**src/sv/gtrst_scan.sv**
```systemverilog
// round-robin search for the first free slot from the scan start
module gtrst_scan #(
    parameter int SLOT_COUNT = 32
) (
    input  logic [SLOT_COUNT-1:0]                                  i_busy,
    input  logic [((SLOT_COUNT > 1) ? $clog2(SLOT_COUNT) : 1)-1:0] i_start,
    output logic                                                   o_found,
    output logic [((SLOT_COUNT > 1) ? $clog2(SLOT_COUNT) : 1)-1:0] o_pos
);

    localparam int IDX_W = (SLOT_COUNT > 1) ? $clog2(SLOT_COUNT) : 1;
    localparam logic [IDX_W:0] N_EXT = (IDX_W + 1)'(SLOT_COUNT);

    always_comb begin
        logic [IDX_W:0]   sum;
        logic [IDX_W-1:0] idx;
        o_found = 1'b0;
        o_pos = i_start;
        // walk from the far end so the nearest free slot wins
        for (int j = SLOT_COUNT - 1; j >= 0; j--) begin
            sum = (IDX_W + 1)'(i_start) + (IDX_W + 1)'(j);
            idx = (sum >= N_EXT) ? IDX_W'(sum - N_EXT) : IDX_W'(sum);
            if (!i_busy[idx]) begin
                o_found = 1'b1;
                o_pos = idx;
            end
        end
    end

endmodule

```
**config.mk**
```make
export PLATFORM = sky130hd
export DESIGN_NAME = gtrst_scan
export DESIGN_NICKNAME = d
export VERILOG_FILES = /design/src/sv/gtrst_scan.sv
export SDC_FILE = /design/constraint.sdc
export NUM_CORES = 1
export LEC_CHECK = 0
export ABC_AREA = 0
export BUFFER_PORTS_ARGS = -buffer_cell sky130_fd_sc_hd__buf_4
export CORE_AREA = 2 2 102 104
export DETAILED_ROUTE_END_ITERATION = 12
export DIE_AREA = 0 0 104 106
export MAX_ROUTING_LAYER = met4
export PLACE_DENSITY = 0.87
export SYNTH_ARGS = -nofsm -noshare
export SYNTH_HDL_FRONTEND = slang
export SYNTH_SLANG_ARGS = --single-unit
```
**constraint.sdc**
```tcl
create_clock -name vclk -period 7.2
set_input_delay 1.8 -clock vclk [all_inputs]
set_output_delay 1.8 -clock vclk [all_outputs]
set_load 0.02 [all_outputs]
```
==> reports/qor.txt <==
Routed WL: 23,200 um
GR Overflow Total: 0
DP HPWL: 17,500 um
Tcrit/Tclk final: 99.3%
fin nets: 765
final worst slack: 0.0535 ns
Worst VDD drop: 0.0772 mV
top cell type's share of synthesized area: 27.2%
Max Cap Violations: 0
share of cells above drive strength 1: 33.2%
Sw Ratio: 59.3%
WP data arrival: 5.35 ns
status: complete, no violations
CP Buf/Inv Count: 5
total power: 1.05 mW
antenna violations before repair: 1
net switching power figure: 0.624 mW
critical path type: input port to primary output
# port buffers: 43
Mean Syn Cell Area: 8.78 sq um
PwrDens: 159 nW/um^2
Slew HR: 41.7%
Die Wd: 104 um
Syn. warnings: 0
Detail Route Antenna Nets: 0
most frequent CP cell: buf_4
most frequent cells in the layout: buf_4 (99), mux2i_1 (75), mux4_2 (69)
Worst path slowest cell: ha_2
# IOs: 43
area delta synth->final: 15.7%
Critical Path RT: 5.40 ns
clkbuf count: 0
largest net degree at the start of global routing: 48
Flop pwr share: 0%
top cells by area, synth: mux4_2 (27%), mux2i_1 (14%), a21oi_1 (3.9%)
Cell Area, Synth: 5710 sq um
die area: 11,000 sq um
most common cell after layout, fill and taps aside: buf_4
final setup vio count: 0
Sequential cell area: 0 sq um
CP Cell Sequence: buf_4 -> clkinvlp_4 -> ha_2 -> buf_4 -> mux4_2 -> mux2_2 -> mux2i_1 -> a2bb2oi_1 -> a221oi_2 -> nor2_1 -> a2111oi_4 -> buf_4 -> o221ai_1 -> a21oi_1 -> buf_4
Int Pwr: 0.429 mW
Synthesized Nets: 700
Clk pwr share: 0%
vias in the first global route: 6,425
CP Launch Type: input port
max incr delay on CP: 0.46 ns
Fmax achieved: 0.140 GHz
endpoints failing hold: 0
total track usage: 41.9%
Die Span Y: 106 um
area leader, netlist: mux4_2
critical path endpoint category: primary output
worst-margin pin slew: 0.869 ns
vias per cell: 8.03
initial core utilization: 57.1%
GPL Wtd Cong: 1.18
sequential share of the synthesized area: 0%
Initial DRC Count: 1,271
type of the worst min-delay path: input port to primary output
fin crit period: 7.15 ns
first-pass GRT wire length: 35,500 um
combinational share of power: 100.0%
post-synthesis cell type count: 81
total core area: 10000 sq um
TritonRoute pass-1 iters: 6
Avg WL per Cell: 27.3 um
CP delay by family, top: compound AO/OA/AOI/OAI gates
total leakage power: 2.60 nW
CP max FO: 10
DRC errors left: 0
Place WS: -0.0773 ns
via count: 6,826
Final Max Slew Viols: 0
Seq Cell Count: 0
filler cell count: 810
number of cells produced by synthesis: 650
num rows: 37
[per-layer routing]
layer	routed length, um	GRT usage [%]	vias to the layer above
li1	-	-	2755
met1	7600	51.1	3090
met2	9680	62.6	757
met3	3790	11.5	224
met4	2130	24.5	0
met5	0	-	-
[tightest hold or removal path, cell delays in order]
cell and delay (ns):
buf_4 0.18, a221o_1 0.18, a31o_1 0.12, buf_4 0.14
[power groups by stage]
stage	combinational, mW	clock [mW]	sequential [mW]
3_3_place_gp	0.932	0	0
2_1_floorplan	0.665	0	0
4_1_cts	0.968	0	0
6_report	1.05	0.00000000983	0
3_5_place_dp	0.963	0	0
5_1_grt	1.09	0.0000000107	0
[cells in the mapped netlist, drive strengths merged, types with 4 or more instances]
library cell,instances
mux2i,81
mux4,73
nand2,51
a21oi,47
nor2,43
o21ai,32
xnor2,29
inv,27
buf,22
mux2,21
nor3,19
clkbuf,18
ha,13
nand3,12
o211ai,12
a211oi,10
o22ai,8
nand2b,7
nor2b,7
xor2,7
a2111oi,6
a21o,6
a221oi,6
a31oi,6
and2,6
nand4,6
or3,5
a21boi,4
and3,4
o2111ai,4
o21bai,4
o221ai,4
o31ai,4
or2,4
[kinds of logic (layout without fill, tap and decap cells)]
| kind of cell | after synthesis | count (layout) | share of synthesized area, % |
|---|---|---|---|
| AOI/OAI and AO/OA | 186 | 186 | 22.5 |
| adders and majority gates | 13 | 13 | 2.85 |
| buffers and inverters | 67 | 130 | 5.92 |
| other | 0 | 1 | 0 |
| xor gates and xnor gates | 36 | 36 | 6.77 |
| and+or+nand+nor | 173 | 173 | 14.5 |
| muxes | 175 | 175 | 47.5 |
[final cells by class]
type                       count  area (sq um)  share of cell area (%)
antenna                        1          2.50                  0.0379
inverter                      27           105                    1.59
multi-input combinational    583          5510                    83.3
tap                          136           170                    2.58
timing repair buffer         103           823                    12.5
[worst paths after layout]
kind | end | from | slack [ns] | depth (start not counted)
worst max-delay path | o_pos[4] | i_start[2] | 0.05 | 15
worst min-delay path | o_pos[3] | i_start[3] | 4.23 | 4
[per-stage QoR]
stage | hold WS [ns] | instances | cell area (sq um) | TNS [ns] | utilization (%)
after CTS | 4.19 | 848 | 6490 | 0 | 64.9
after global placement | 4.18 | 848 | 6480 | 0 | 64.9
after detailed placement | 4.18 | 848 | 6480 | -0.0773 | 64.9
after global routing | 4.24 | 850 | 6610 | -0.0170 | 66.1
after floorplan | 4.23 | 650 | 5750 | 0 | -
final | 4.23 | 850 | 6610 | 0 | 66.1
[what timing repair did]
action,4_1_cts,5_1_grt
gates resized for setup,1,23
pin swaps,0,1
hold buffers,0,0
setup endpoints to repair,1,6
setup buffers,0,1
No activity file was read; power rests on OpenSTA's default activity.
