==> src/sv/gtrst_pkg.sv <==
// shared types and constants for the generation tagged result slot table
package gtrst_pkg;

    localparam int HANDLE_W = 64;
    localparam int LEN_W = 32;
    localparam int ID_W = 32;

    typedef enum logic {
        OP_STORE    = 1'b0,
        OP_RETRIEVE = 1'b1
    } t_op;

    typedef enum logic [2:0] {
        ST_IDLE,
        ST_STORE,
        ST_SWEEP,
        ST_EVICT,
        ST_MOD,
        ST_CHECK
    } t_state;

    // one slot row as held in the slot memory, handle in the lowest bits
    typedef struct packed {
        logic [ID_W-1:0]     prev_id;
        logic [ID_W-1:0]     cur_id;
        logic [LEN_W-1:0]    len;
        logic [HANDLE_W-1:0] handle;
    } t_row;

    // input item payload, buffer_handle in the lowest bits
    typedef struct packed {
        logic [LEN_W-1:0]    size_limit;
        logic                keep_if_larger;
        logic                keep_entry;
        logic [ID_W-1:0]     lookup_id;
        logic [LEN_W-1:0]    buffer_length;
        logic [HANDLE_W-1:0] buffer_handle;
    } t_in_data;

    // result item payload, assigned_id in the lowest bits
    typedef struct packed {
        logic [HANDLE_W-1:0] evicted_handle;
        logic                evicted;
        logic                entry_kept;
        logic [LEN_W-1:0]    found_length;
        logic [HANDLE_W-1:0] found_handle;
        logic                hit;
        logic [ID_W-1:0]     assigned_id;
    } t_result;

    localparam int IN_W = $bits(t_in_data);
    localparam int IN_DATA_W = ((IN_W + 7) / 8) * 8;
    localparam int RES_W = $bits(t_result);
    localparam int OUT_DATA_W = ((RES_W + 7) / 8) * 8;

endpackage

==> src/sv/gtrst_idmod.sv <==
// id modulo slot count by reciprocal multiply and one correction step
module gtrst_idmod #(
    parameter int SLOT_COUNT = 32
) (
    input  logic                                                   i_clk,
    input  logic                                                   i_rst_n,
    input  logic                                                   i_start,
    input  logic [gtrst_pkg::ID_W-1:0]                             i_id,
    output logic                                                   o_done,
    output logic [((SLOT_COUNT > 1) ? $clog2(SLOT_COUNT) : 1)-1:0] o_rem
);

    import gtrst_pkg::*;

    localparam int IDX_W = (SLOT_COUNT > 1) ? $clog2(SLOT_COUNT) : 1;
    localparam logic [ID_W-1:0] RECIP = ID_W'(64'h1_0000_0000 / 64'(SLOT_COUNT));
    localparam logic [IDX_W:0] N_EXT = (IDX_W + 1)'(SLOT_COUNT);

    logic                 r_v1;
    logic                 r_v2;
    logic [ID_W-1:0]      r_q;
    logic [IDX_W:0]       r_id_lo;
    logic [IDX_W:0]       r_diff;
    logic [2*ID_W-1:0]    prod;
    logic [IDX_W:0]       qn_lo;

    // quotient estimate is exact or one short, so the remainder is below twice the count
    assign prod = (2 * ID_W)'(i_id) * (2 * ID_W)'(RECIP);
    assign qn_lo = r_q[IDX_W:0] * N_EXT;

    always_ff @(posedge i_clk) begin
        if (!i_rst_n) begin
            r_v1 <= 1'b0;
            r_v2 <= 1'b0;
        end else begin
            r_v1 <= i_start;
            r_v2 <= r_v1;
        end
        if (i_start) begin
            r_q <= prod[2*ID_W-1:ID_W];
            r_id_lo <= i_id[IDX_W:0];
        end
        if (r_v1) begin
            r_diff <= r_id_lo - qn_lo;
        end
    end

    assign o_done = r_v2;
    assign o_rem = (r_diff >= N_EXT) ? IDX_W'(r_diff - N_EXT) : IDX_W'(r_diff);

endmodule

==> config.mk <==
export PLATFORM = sky130hd
export DESIGN_NAME = gtrst_idmod
export DESIGN_NICKNAME = d
export VERILOG_FILES = /design/src/sv/gtrst_pkg.sv /design/src/sv/gtrst_idmod.sv
export SDC_FILE = /design/constraint.sdc
export NUM_CORES = 1
export LEC_CHECK = 0
export ABC_CLOCK_PERIOD_IN_PS = 800
export BUFFER_PORTS_ARGS = -buffer_cell sky130_fd_sc_hd__buf_4
export CAP_MARGIN = 20
export CORE_AREA = 3 3 40 42
export CTS_CLUSTER_SIZE = 30
export DETAILED_ROUTE_END_ITERATION = 10
export DIE_AREA = 0 0 43 45
export PLACE_DENSITY = 0.76
export SYNTH_ARGS = -nofsm -noshare
export SYNTH_HDL_FRONTEND = slang
export SYNTH_SLANG_ARGS = --single-unit
==> constraint.sdc <==
create_clock -name i_clk -period 0.8 [get_ports i_clk]
set_input_delay 0.08 -clock i_clk [delete_from_list [all_inputs] [get_ports i_clk]]
set_output_delay 0.08 -clock i_clk [all_outputs]
set_load 0.05 [all_outputs]
==> summary.md <==
| Metric | Value |
|---|---|
| Status | finished with violations |
| Failing checks | setup timing |
| Gr usage total | 6.894% |
| Post-Synthesis Cells | 14 |
| Core Box Area | roughly 0.0013 sq mm |
| Post-Layout Cell Count | approximately 50 |
| GP Congestion | between 0.6 and 0.7 |
| Tot Pwr | 0.001284 W |
| Worst ir drop on vdd | 0.8213 mV |
| Required @ worst endpoint | ~720 ps |
| Slack of the critical path | -93.22 ps |
| Slew margin rel. | a little under nine tenths |
| Worst Max-Slew Pin Slew | between 200 and 250 ps |
| Cell chain of the critical path | buf_6 |
| Cell area power density | about 2200 mW/mm^2 |
| Hold Path Class | primary input to flip-flop |
| Critical path peak fanout | 1 |
| WL final | 498 um |
| Period utilisation layout | 111.7% |
| Register area share after synthesis | between 90% and 100% |
| Htree depth | 1 |
| Final core occ | about 45% |
| DR vias/cell | 3.922 |
| DR vias | 200 |
| Adder-cell share of the synthesized area | 0% |
| CTS buffer count | 3 |
| Worst path max stage delay | around 380 ps |
| Share of cells above drive strength 1 | roughly 47% |
| CP max-delay cell | edfxtp_1 |
| Simple-gate portion of the synthesized area | 3.546% |
| Global-route wire length before repair | between 800 and 900 um |
| Compound-cell area share of the yosys netlist | 0% |
| WP buf/inv | 1 |
| Antenna diodes | 0 |
| Placed cell count | 42 |
| Violation count after the first detailed-route iteration | 1 |
| Clock Sinks | 12 |
| Setup-failing EPs final | 6 |
| Unrepaired setup endpoints after global routing | true |
| FP Rows | 13 |
| CTS tree | built |
| Vias in the first global route | 220 |
| Grt ovf | 0 |
| Crit start category | flip-flop |
| Achievable clock frequency | about 1.1 GHz |
| Cell leakage power | between 0.2 and 0.25 nW |
| Full die area | slightly below 0.002 sq mm |
| Mapped Area | about 350 sq um |
| Worst-path clk slew | around 70 ps |
| Initial Util | a little over a quarter |
| Clk buf depth | 2 |
| Die X | about 43 um |
| Fin Clk Skew | about 5.3 ps |
| Die span in y | 45 um |
| Ys Warns | 0 |
| XOR/XNOR Fraction of Synth Area | 0% |
| Area Overhead vs Synth | 62.41% |
| Count of final hold-check violations | 0 |
| Post-synthesis net count | 49 |
| Initial antenna violation count | 0 |
| Routed length per instance | around 9.8 um |
| Number of port buffers | 13 |
| CP arrival | approximately 800 ps |
| Syn_area_per_cell | between 20 and 30 sq um |
| Post-route antenna net violation count | 0 |
| Largest net degree at the start of global routing | 8 |
| Critical path class | flip-flop to output port |
| Max Cap Viol | 0 |
| Final Max Slew Viols | 0 |
| Multiplexer area fraction after synthesis | 0% |
| First-pass DRT Iterations | 2 |
| Family with the most delay on the worst path | flip-flops |
| Seq cells post-synth | 12 |
| Setup crit end kind | output port |
| I/O Pins | 41 |
| CTS root buffer | clkbuf_4 |
| Worst skew pair latency | about 260 ps |
| Largest family of logic cells by synthesized area | simple AND/OR/NAND/NOR gates |
| Library cells used by synthesis | 3 |
| Nets | between 70 and 80 |
| Setup TNS | -436.0 ps |
| Post-route DRC | 0 |
| Min Clock Period, post-route | between 800 and 900 ps |
cell usage in the layout (no fill, tap or decap):
cell type      Yosys  final
buf_4              0      7
edfxtp_1          10     10
and2_1             2      2
clkbuf_4           0      3
buf_8              0      1
dfxtp_1            2      1
buf_6              0      5
dfxtp_2            0      1
dlygate4sd3_1      0      5
clkbuf_1           0      1
power by group:
group,switching (W),internal [W]
clock,0.000174,0.000192
sequential,0.0000186,0.000728
combinational,0.0000925,0.0000784
total,0.000286,0.000999
through the flow:
step                cell area (sq um)  hold slack, ps  worst slack (ps)
global placement                469.2           258.5             86.97
floorplan                       352.8           178.9             98.48
CTS                             573.1           28.95            -103.5
detailed placement              469.2           259.9             69.69
finish                          573.1           35.64            -93.22
global route                    573.1           43.05            -147.9
routing by layer:
layer,vias up,GRT usage [%],share of wire [%]
met5,-,0,0
met4,0,7.229,0
met3,0,3.586,12
met2,14,11.38,53
met1,90,5.656,35
li1,96,-,-
flip-flops by register name (all words and copies together), names as in the netlist:
name     count
r_id_lo      5
r_v1         1
o_done       1
r_diff       5
final timing paths:
kind | depth (start not counted) | slack, ps | start | endpoint
worst min-delay path | 2 | 40 | i_rst_n | o_done
worst max register to register | 0 | 60 | r_v1 | r_diff[2]
worst min register to register | 0 | 420 | r_id_lo[3] | r_diff[3]
worst max-delay path | 1 | -90 | r_diff[1] | o_rem[1]
final cells by class:
class | count | area (sq um)
fillers | 115 | 711.9
clock buffers | 4 | 26.28
repair buffers | 18 | 173.9
flip-flops and latches | 12 | 341.6
well taps | 15 | 18.77
multi-input cells | 2 | 12.51
synth_stat cells (all sizes together):
master	n	area [sq um]
and2	2	12.51
edfxtp	10	300.3
dfxtp	2	40.04
cell families after synthesis:
logic type    after synthesis
simple gates                2
flops                      12
repair_timing:
| action | CTS | global route |
|---|---|---|
| hold buffers | 5 | 0 |
| endpoints found under the setup margin | 6 | 6 |
| hold endpoints to repair | 5 | 0 |
| pin swaps | 0 | 0 |
| gates resized for setup | 8 | 0 |
| cloned | 0 | 0 |
| buffers inserted | 0 | 0 |
Power figures use the tool's default switching activity.
