==> config.mk <==
export PLATFORM = sky130hd
export DESIGN_NAME = gtrst_ram
export DESIGN_NICKNAME = d
export VERILOG_FILES = /design/src/sv/gtrst_ram.sv
export SDC_FILE = /design/constraint.sdc
export NUM_CORES = 1
export LEC_CHECK = 0
export CAP_MARGIN = 5
export CORE_MARGIN = 2
export CORE_UTILIZATION = 62
export DETAILED_ROUTE_END_ITERATION = 10
export DONT_BUFFER_PORTS = 1
export PLACE_DENSITY = 0.75
export REMOVE_ABC_BUFFERS = 1
export SLEW_MARGIN = 20
export SYNTH_ARGS = -nofsm -noshare
export SYNTH_HDL_FRONTEND = slang
export SYNTH_SLANG_ARGS = --single-unit
==> constraint.sdc <==
create_clock -name i_clk -period 5.6 [get_ports i_clk]
set_input_delay 1.12 -clock i_clk [delete_from_list [all_inputs] [get_ports i_clk]]
set_output_delay 1.12 -clock i_clk [all_outputs]
set_load 0.005 [all_outputs]
==> src/sv/gtrst_ram.sv <==
// generic single write port ram with registered read
module gtrst_ram #(
    parameter int WIDTH = 8,
    parameter int DEPTH = 32
) (
    input  logic                                      i_clk,
    input  logic                                      i_we,
    input  logic [((DEPTH > 1) ? $clog2(DEPTH) : 1)-1:0] i_waddr,
    input  logic [WIDTH-1:0]                          i_wdata,
    input  logic                                      i_re,
    input  logic [((DEPTH > 1) ? $clog2(DEPTH) : 1)-1:0] i_raddr,
    output logic [WIDTH-1:0]                          o_rdata
);

    logic [WIDTH-1:0] mem [DEPTH];
    logic [WIDTH-1:0] r_rdata;

    always_ff @(posedge i_clk) begin
        if (i_we) begin
            mem[i_waddr] <= i_wdata;
        end
        if (i_re) begin
            r_rdata <= mem[i_raddr];
        end
    end

    assign o_rdata = r_rdata;

endmodule

==> impl_results.md, run 1 <==
* CTS H-Tree Depth at 1
* Rel. slew slack at between 30% and 40%
* Post-CTS Setup Bufs at 0
* CP startpoint kind: input port
* Yosys reg bits at around 260
* Worst EP required at between 5 and 6 ns
* Register area at between 7000 and 8000 um2
* CP max-delay cell: mux4_2
* First-pass GRT wire length at 29.7 mm
* CTS clk-pin slew, worst paths at ~0.06 ns
* Area contributors post-synth: edfxtp_1 78%, mux4_2 18%, nor2_1 1.2%, mux2_2 0.89%, buf_4 0.44%
* Mapped cell area at 10100 um2
* Synth async-reset ratio at 0%
* Post-DP HPWL at roughly 11 mm
* Via count at approximately 4400
* Fin. max-slew vios at 0
* Final Power at between 4 and 5 mW
* Top-Level Pins at 29
* Critical Path Max Stage Delay at between 0.5 and 0.6 ns
* Avg Vias per Cell at 6.67
* Critical path class: in2reg
* Port-buffer cells at 0
* Crit-path max FO at 64
* CP Cell Sequence: mux4_2 > mux4_2 > mux2_2
* Finished layout cell area at around 11000 um2
* Drt drc at 0
* Worst hold path class: in2reg
* RSZ-0062 raised after global routing: false
* Final setup TNS at 0 ns
* Worst hold slack at approximately 0.7 ns
* Num rows at 46
* Layout cell share with drive strength beyond 1 at ~29%
* Data arrival time of the worst path at around 2.6 ns
* Synth Area per Inst at approximately 24 um2
* GRT Util Overall at between 20% and 30%
* TritonCTS Buffers at 26
* Gp weighted congestion at between 0.7 and 0.8
* Initial antenna violation count at 0
* CTS resizes at 0
* Inserted Diodes at 0
* Synth cell types at 14
* Vias in the first global route at 4469
* Starting Density at a little under two thirds
* Clock Skew at roughly 0.0089 ns
* Root Driver: clkbuf_16
* Max VDD drop at between 0.0002 and 0.0003 V
* Detailed Routing Iterations Pass 1 at 5
* CTS sink cnt at approximately 260
* Post-synth EDFFs at about 260
* Max clock buf depth at 3
* Run status: finished, final reports clean
* CP Capture Type: flip-flop
* GR Overflow Total at 0
* CTS tree: done
* Syn Inst Count at around 420
* Clock Latency Late Sink at approximately 0.52 ns
* Post-synth top area share at 78.2%
* Leakage at roughly 3.4 nW
* Final setup viols at 0
* Crit share post-route at 42.0%
* Top-count cell post-synth: edfxtp_1
* Initial DRC count at about 470
* Nets@finish at roughly 450
* # fillers at roughly 930
* Core area at 15900 um2
* Shortest period the worst path allows at 2.35 ns
* Cell area after placement at 10300 um2
* Multi-input gate area in the final layout at around 2100 um2
* Area growth, synth to finish at 10.4%
* Final core utilization at between 70% and 80%
* Largest net degree at the start of global routing at 65
* Slew @ Worst Pin at between 0.8 and 0.9 ns
* Peak Freq at approximately 420 MHz
* Die area at between 15000 and 20000 um2
* Post-synthesis sequential area ratio at about 80%
* Final hold vios at 0
* Final ANT Viol Nets at 0
* Wirelength per Cell at 29.9 um
* Total power divided by cell area at around 370 nW/um2
* Syn. warnings at 0
* Die Ht at around 130 um
* Max_cap viols at 0
* Post-synth top area cell: edfxtp_1
* Die Wd at 132 um
* Commonest cells post-synth: 264 x edfxtp_1, 80 x mux4_2, 33 x nor2_1, 8 x mux2_2
* Drt total wl at between 15 and 20 mm
* Synth Flop Type: edfxtp_1
* Worst path most repeated cell: mux4_2
* Hold_buf cts at 0
## cells in the final DEF, fill, tap and decap left out
master	Yosys	layout
edfxtp_1	264	264
or3b_2	3	3
mux2_2	8	8
nor2_1	33	33
clkbuf_16	0	27
or3_1	1	1
clkinv_1	0	7
nand3b_1	5	5
bufinv_16	0	5
nand3_1	2	2
clkbuf_1	6	2
nand2_1	1	1
clkinv_2	0	7
mux4_2	80	80
## metrics by stage
stage / worst slack, ns / cells
6_report: 3.25 / 661
3_5_place_dp: 2.81 / 613
4_1_cts: 3.35 / 661
5_1_grt: 3.29 / 661
2_1_floorplan: 3.05 / 397
3_3_place_gp: 2.81 / 613
## per-layer routing
metal	vias to the layer above	global-route usage, %	routed length, um
met2	235	35.7	9280
met3	25	5.07	1870
met4	0	4.71	294
met5	-	0	0
li1	1808	-	-
met1	2339	37.0	8300
## final timing paths
| path | cells after the start | slack [ns] | end | start |
|---|---|---|---|---|
| worst min register to register | 3 | 1.00 | o_rdata[1]$_DFFE_PP_ | mem[26][1]$_DFFE_PP_ |
| worst min-delay path | 0 | 0.70 | mem[3][3]$_DFFE_PP_ | i_wdata[3] |
| worst max register to register | 3 | 3.59 | o_rdata[2]$_DFFE_PP_ | mem[30][2]$_DFFE_PP_ |
| worst max-delay path | 3 | 3.25 | o_rdata[2]$_DFFE_PP_ | i_raddr[0] |
## critical path: cells and delay by family
| family | cells | cell delay [ns] |
|---|---|---|
| mux | 3 | 1.43 |
## kinds of logic (layout without fill, tap and decap cells)
logic type	Yosys count	after routing	share of synthesized area [%]
buffers and inverters	20	48	1.05
flip-flops	264	264	78.2
multiplexers	88	88	18.7
AND/OR/NAND/NOR	45	45	2.05
## where the power goes
group | leakage, nW | internal (mW) | switching [mW] | total (mW)
clock | 0.444 | 1.10 | 0.690 | 1.79
combinational | 0.593 | 0.0752 | 0.0435 | 0.119
sequential | 2.38 | 2.21 | 0.0101 | 2.22
## flip-flops by register name, indices dropped and copies added (netlist names)
signal,flops
mem,256
o_rdata,8
## cell type report
cell class	instances	area share, %
tap	216	2.41
clock buffer	29	6.10
multi-input combinational	133	18.8
sequential	264	70.8
clock inverter	19	1.89
(Power assumes the default switching activity.)
==> inputs of run 2 (changes only) <==
- CORE_UTILIZATION: 62 -> 57
- PLACE_DENSITY: 0.75 -> 0.72
- clock period: 5.6 -> 2.1 ns (I/O delays scaled with it)
==> run 2 against run 1 <==
  * Sequential power rose to 2.7 times the previous value
  * Critical path type is now reg2reg
  * Register-to-register slack got worse by 3.4 ns
  * Clock power rose by 140%
  * Largest power group unchanged
  * Worst hold slack got worse by 0.57 ns
  * Clock skew fell by 0.0035 ns
  * Via count rose by 2.9%
==> impl_results.md, run 2 (same netlist as run 1, synthesis figures left out) <==
* GR Overflow Total at 0
* TritonCTS Buffers at 26
* Max FFs per register at roughly 260
* Commonest non-fill, non-tap cell in the layout: edfxtp_1
* CTS sink cnt at 264
* Final ANT Viol Nets at 0
* Fin. max-slew vios at 0
* Seq pwr share at 55.7%
* Root Driver: clkbuf_16
* Most flops, register: mem
* Detailed Routing Iterations Pass 1 at 5
* Sw frac at between 10% and 20%
* Layout cell share with drive strength beyond 1 at ~34%
* Clock Latency Late Sink at ~0.52 ns
* Max_cap viols at 0
* Max VDD drop at ~0.00064 V
* Area growth, synth to finish at 12.9%
* Peak Freq at 511 MHz
* # fillers at between 1000 and 1500
* Data arrival time of the worst path at 2.24 ns
* Metal2 WL at 9.86 mm
* Final core utilization at 65.9%
* Num rows at 48
* Nets@finish at roughly 490
* Leakage at approximately 3.6 nW
* Crit share post-route at between 90% and 100%
* Metal1 wirelength at about 8 mm
* Slew @ Worst Pin at 1.09 ns
* Hold_buf cts at 9
* Worst EP required at 2.38 ns
* CP startpoint kind: flip-flop
* Rel. slew slack at a little over a quarter
* Routed met3 length at just over 2 mm
* Multi-input gate area in the final layout at ~2100 um2
* Top-Level Pins at 29
* Inserted Diodes at 0
* Final hold vios at 0
* RSZ-0062 raised after global routing: false
* Wirelength per Cell at 28.8 um
* CTS clk-pin slew, worst paths at ~0.06 ns
* Total power divided by cell area at 927 nW/um2
* Starting Density at roughly three fifths
* Clk pwr share at 40.3%
* Clock Skew at between 0.005 and 0.006 ns
* Avg Vias per Cell at around 6.4
* Largest net degree at the start of global routing at between 60 and 70
* Post-DP HPWL at 12.3 mm
* Die area at around 19000 um2
* Port-buffer cells at 0
* Critical path class: reg2reg
* Die Wd at ~140 um
* Switch Pwr at between 2 and 2.5 mW
* Top layer in use: met4
* Vias in the first global route at ~4700
* Most frequent cells in the layout: 264 x edfxtp_1, 80 x mux4_2, 33 x nor2_1, 32 x buf_4, 27 x clkbuf_16
* GRT Util Overall at ~23%
* CTS resizes at 0
* CTS H-Tree Depth at 1
* Gp weighted congestion at 0.776
* CP Capture Type: flip-flop
* Via count at 4537
* Post-CTS Setup Bufs at 0
* Initial antenna violation count at 0
* Max clock buf depth at 3
* Internal power at roughly 8.6 mW
* Worst hold path class: in2reg
* Drt drc at 0
* Final setup viols at 0
* Final setup TNS at 0 ns
* Comb pwr share at 3.9%
* Crit-path max FO at 1
* CTS tree: done
* Initial DRC count at between 500 and 600
* Drt total wl at between 20 and 25 mm
* First-pass GRT wire length at between 30 and 40 mm
* Shortest period the worst path allows at between 1.5 and 2 ns
* Run status: finished, final reports clean
* Core area at between 15000 and 20000 um2
* Register area at ~7900 um2
* Die Ht at 137 um
## run 2: per-stage QoR
stage / hold slack [ns] / area (um2) / instances / setup WS, ns / power, mW
floorplan: 0.519 / 10000 / 397 / 0.250 / 6.25
global placement: 0.521 / 10500 / 654 / 0.0676 / 6.34
detailed placement: 0.521 / 10500 / 654 / 0.0635 / 6.34
CTS: 0.103 / 11500 / 710 / 0.140 / 10.7
global route: 0.112 / 11400 / 710 / 0.0993 / 10.9
finish: 0.123 / 11400 / 710 / 0.141 / 10.6
## run 2: worst paths after layout
kind | from | end | slack, ns | depth (start not counted)
max | mem[31][6]$_DFFE_PP_ | o_rdata[6]$_DFFE_PP_ | 0.14 | 3
min | i_raddr[3] | o_rdata[6]$_DFFE_PP_ | 0.12 | 1
max reg2reg | mem[31][6]$_DFFE_PP_ | o_rdata[6]$_DFFE_PP_ | 0.14 | 3
min reg2reg | mem[14][1]$_DFFE_PP_ | o_rdata[1]$_DFFE_PP_ | 1.00 | 3
## run 2: worst max-delay path: stages (launching register included)
cell	delay, ns
edfxtp_1	0.42
mux4_2	0.52
mux4_2	0.50
mux2_2	0.27
## run 2: layer usage
metal  track usage (%)  up-vias
met5                 0        -
met3              4.89       24
met1              34.9     2400
met4              4.81        0
li1                  -     1884
met2              35.6      229
## run 2: final cells by class
| cell class | count | area share, % |
|---|---|---|
| sequential | 264 | 69.3 |
| multi-input combinational | 133 | 18.4 |
| clock buffer | 32 | 6.07 |
| timing repair buffer | 41 | 2.98 |
| tap | 225 | 2.46 |
| clock inverter | 15 | 0.820 |
## run 2: power groups by stage
stage | Clock, mW | Combinational (mW) | Sequential, mW
finish | 4.28 | 0.418 | 5.91
global route | 4.53 | 0.440 | 5.91
CTS | 4.34 | 0.424 | 5.91
detailed placement | 0 | 0.321 | 6.02
global placement | 0 | 0.323 | 6.02
floorplan | 0 | 0.244 | 6.01
==> inputs of run 3 (changes only) <==
- CAP_MARGIN: 5 -> 10
- CORE_UTILIZATION: 57 -> 35
- PLACE_DENSITY: 0.72 -> 0.48
==> run 3 against run 2 <==
  * Global-route usage is 8.2 points lower
  * Clock-buffer cell count stayed put
  * Register-to-register slack worse by 0.02 ns
  * Power is 3.0% higher
  * Clock skew is 0.0074 ns higher
  * Setup slack worse by 0.015 ns
  * Sequential power hardly changed
  * Final cell count is 22% higher
  * Flip-flop and latch count stayed put
  * Fmax is 0.78% lower
==> impl_results.md, run 3 (same netlist as run 1, synthesis figures left out) <==
* Setup Slack @ Placement at -0.0254 ns
* Hold path start: i_raddr[3]
* Clock Skew at 0.0128 ns
* CP Capture Type: flip-flop
* Layout cell share with drive strength beyond 1 at 34.6%
* Shortest period the worst path allows at about 2.0 ns
* Top-Level Pins at 29
* Data arrival time of the worst path at ~2.3 ns
* Initial antenna violation count at 0
* Final setup viols at 0
* Port-buffer cells at 0
* Critical path class: reg2reg
* Hold_buf cts at 9
* Run status: finished, final reports clean
* GR Overflow Total at 0
* Max clock buf depth at 3
* RSZ-0062 raised after global routing: false
* Commonest non-fill, non-tap cell in the layout: edfxtp_1
* Total power divided by cell area at just over 900 nW/um2
* Clk pwr share at a little over two fifths
* Seq pwr share at 54.1%
* Internal power at between 8 and 9 mW
* Num rows at 62
* Peak Freq at between 500 and 600 MHz
* Most flops, register: mem
* Final core utilization at approximately two fifths
* Core area at roughly 29000 um2
* Final ANT Viol Nets at 0
* Drt drc at 0
* Vias in the first global route at about 4600
* R2R depth at 3
* Leakage at between 3 and 4 nW
* Die Ht at approximately 170 um
* Fin. max-slew vios at 0
* CTS sink cnt at around 260
* Initial DRC count at ~520
* First-pass GRT wire length at 32.6 mm
* Placed cell count at slightly above 800
* Slew @ Worst Pin at 0.528 ns
* Nets@finish at slightly below 500
* Final Power at between 10 and 15 mW
* Clock Latency Late Sink at around 0.52 ns
* Fin worst setup slack at approximately 0.13 ns
* Die Wd at roughly 170 um
* CTS H-Tree Depth at 1
* Die area at 30300 um2
* Comb pwr share at ~4.1%
* Drt total wl at approximately 22 mm
* Final hold vios at 0
* TritonCTS Buffers at 27
* Gp weighted congestion at 0.708
* Inserted Diodes at 0
* Area growth, synth to finish at 16.0%
* Wirelength per Cell at around 25 um
* Worst EP required at around 2.4 ns
* Hold Crit Depth at 1
* R2r endpoint: o_rdata[2]$_DFFE_PP_
* Root Driver: clkbuf_16
* Most frequent cells in the layout: 264 x edfxtp_1, 80 x mux4_2, 33 x nor2_1, 32 x buf_4, 27 x clkbuf_16
* Post-CTS Setup Bufs at 0
* Crit share post-route at 94.0%
* Starting Density at a little over a third
* Largest net degree at the start of global routing at 65
* Worst Hold Path EP: o_rdata[0]$_DFFE_PP_
* CTS resizes at 0
* Switch Pwr at approximately 2.1 mW
* GRT Util Overall at 14.9%
* Max_cap viols at 0
* Final Non-Filler Cells at 869
* Post-DP HPWL at 13.3 mm
* Avg Vias per Cell at between 5 and 6
* Max FFs per register at between 200 and 300
* Setup slack, reg-to-reg at roughly 0.13 ns
* Worst hold path class: in2reg
* CTS clk-pin slew, worst paths at roughly 0.060 ns
* Max VDD drop at ~0.00064 V
* Detailed Routing Iterations Pass 1 at 4
* Final setup TNS at 0 ns
* Crit-path max FO at 1
* RR Startpoint: mem[23][2]$_DFFE_PP_
* CP startpoint kind: flip-flop
* Sw frac at approximately a fifth
* Via count at between 4000 and 5000
* Rel. slew slack at between 60% and 70%
* CTS tree: done
## run 3: layout make-up
type | count | area (um2)
fillers | 2446 | 16900
clock inverters | 15 | 144
multi-input cells | 133 | 2100
clock buffers | 32 | 694
flip-flops and latches | 264 | 7930
repair buffers | 41 | 410
well taps | 384 | 480
## run 3: metal layers
layer  routed length (um)  track usage, %
met5                    0               0
met4                  246            3.01
met2                10100            22.5
met3                 1280            2.21
met1                10400            23.0
## run 3: worst max path at each step
stage,from,endpoint,slack (ns),cells after the start
floorplan,i_raddr[0],o_rdata[0]$_DFFE_PP_,0.25,3
global placement,i_raddr[0],o_rdata[2]$_DFFE_PP_,-0.03,3
detailed placement,i_raddr[0],o_rdata[2]$_DFFE_PP_,-0.03,3
CTS,mem[23][2]$_DFFE_PP_,o_rdata[2]$_DFFE_PP_,0.08,3
global route,mem[23][2]$_DFFE_PP_,o_rdata[2]$_DFFE_PP_,0.08,3
finish,mem[23][2]$_DFFE_PP_,o_rdata[2]$_DFFE_PP_,0.13,3
## run 3: critical path: stages (launching register included)
cell	delay (ns)
edfxtp_1	0.37
mux4_2	0.51
mux4_2	0.56
mux2_2	0.30
## run 3: per-stage QoR
step           hold WS, ns  cell area (um2)
6_report             0.128            11800
5_1_grt              0.113            11800
4_1_cts              0.115            11800
3_5_place_dp         0.522            10700
3_3_place_gp         0.522            10700
2_1_floorplan        0.519            10000
## run 3: power groups by stage
stage / Clock (mW) / Sequential [mW] / Combinational [mW]
2_1_floorplan: 0 / 6.01 / 0.244
3_3_place_gp: 0 / 6.03 / 0.331
5_1_grt: 4.88 / 5.92 / 0.474
3_5_place_dp: 0 / 6.03 / 0.332
6_report: 4.57 / 5.91 / 0.444
4_1_cts: 4.67 / 5.91 / 0.455
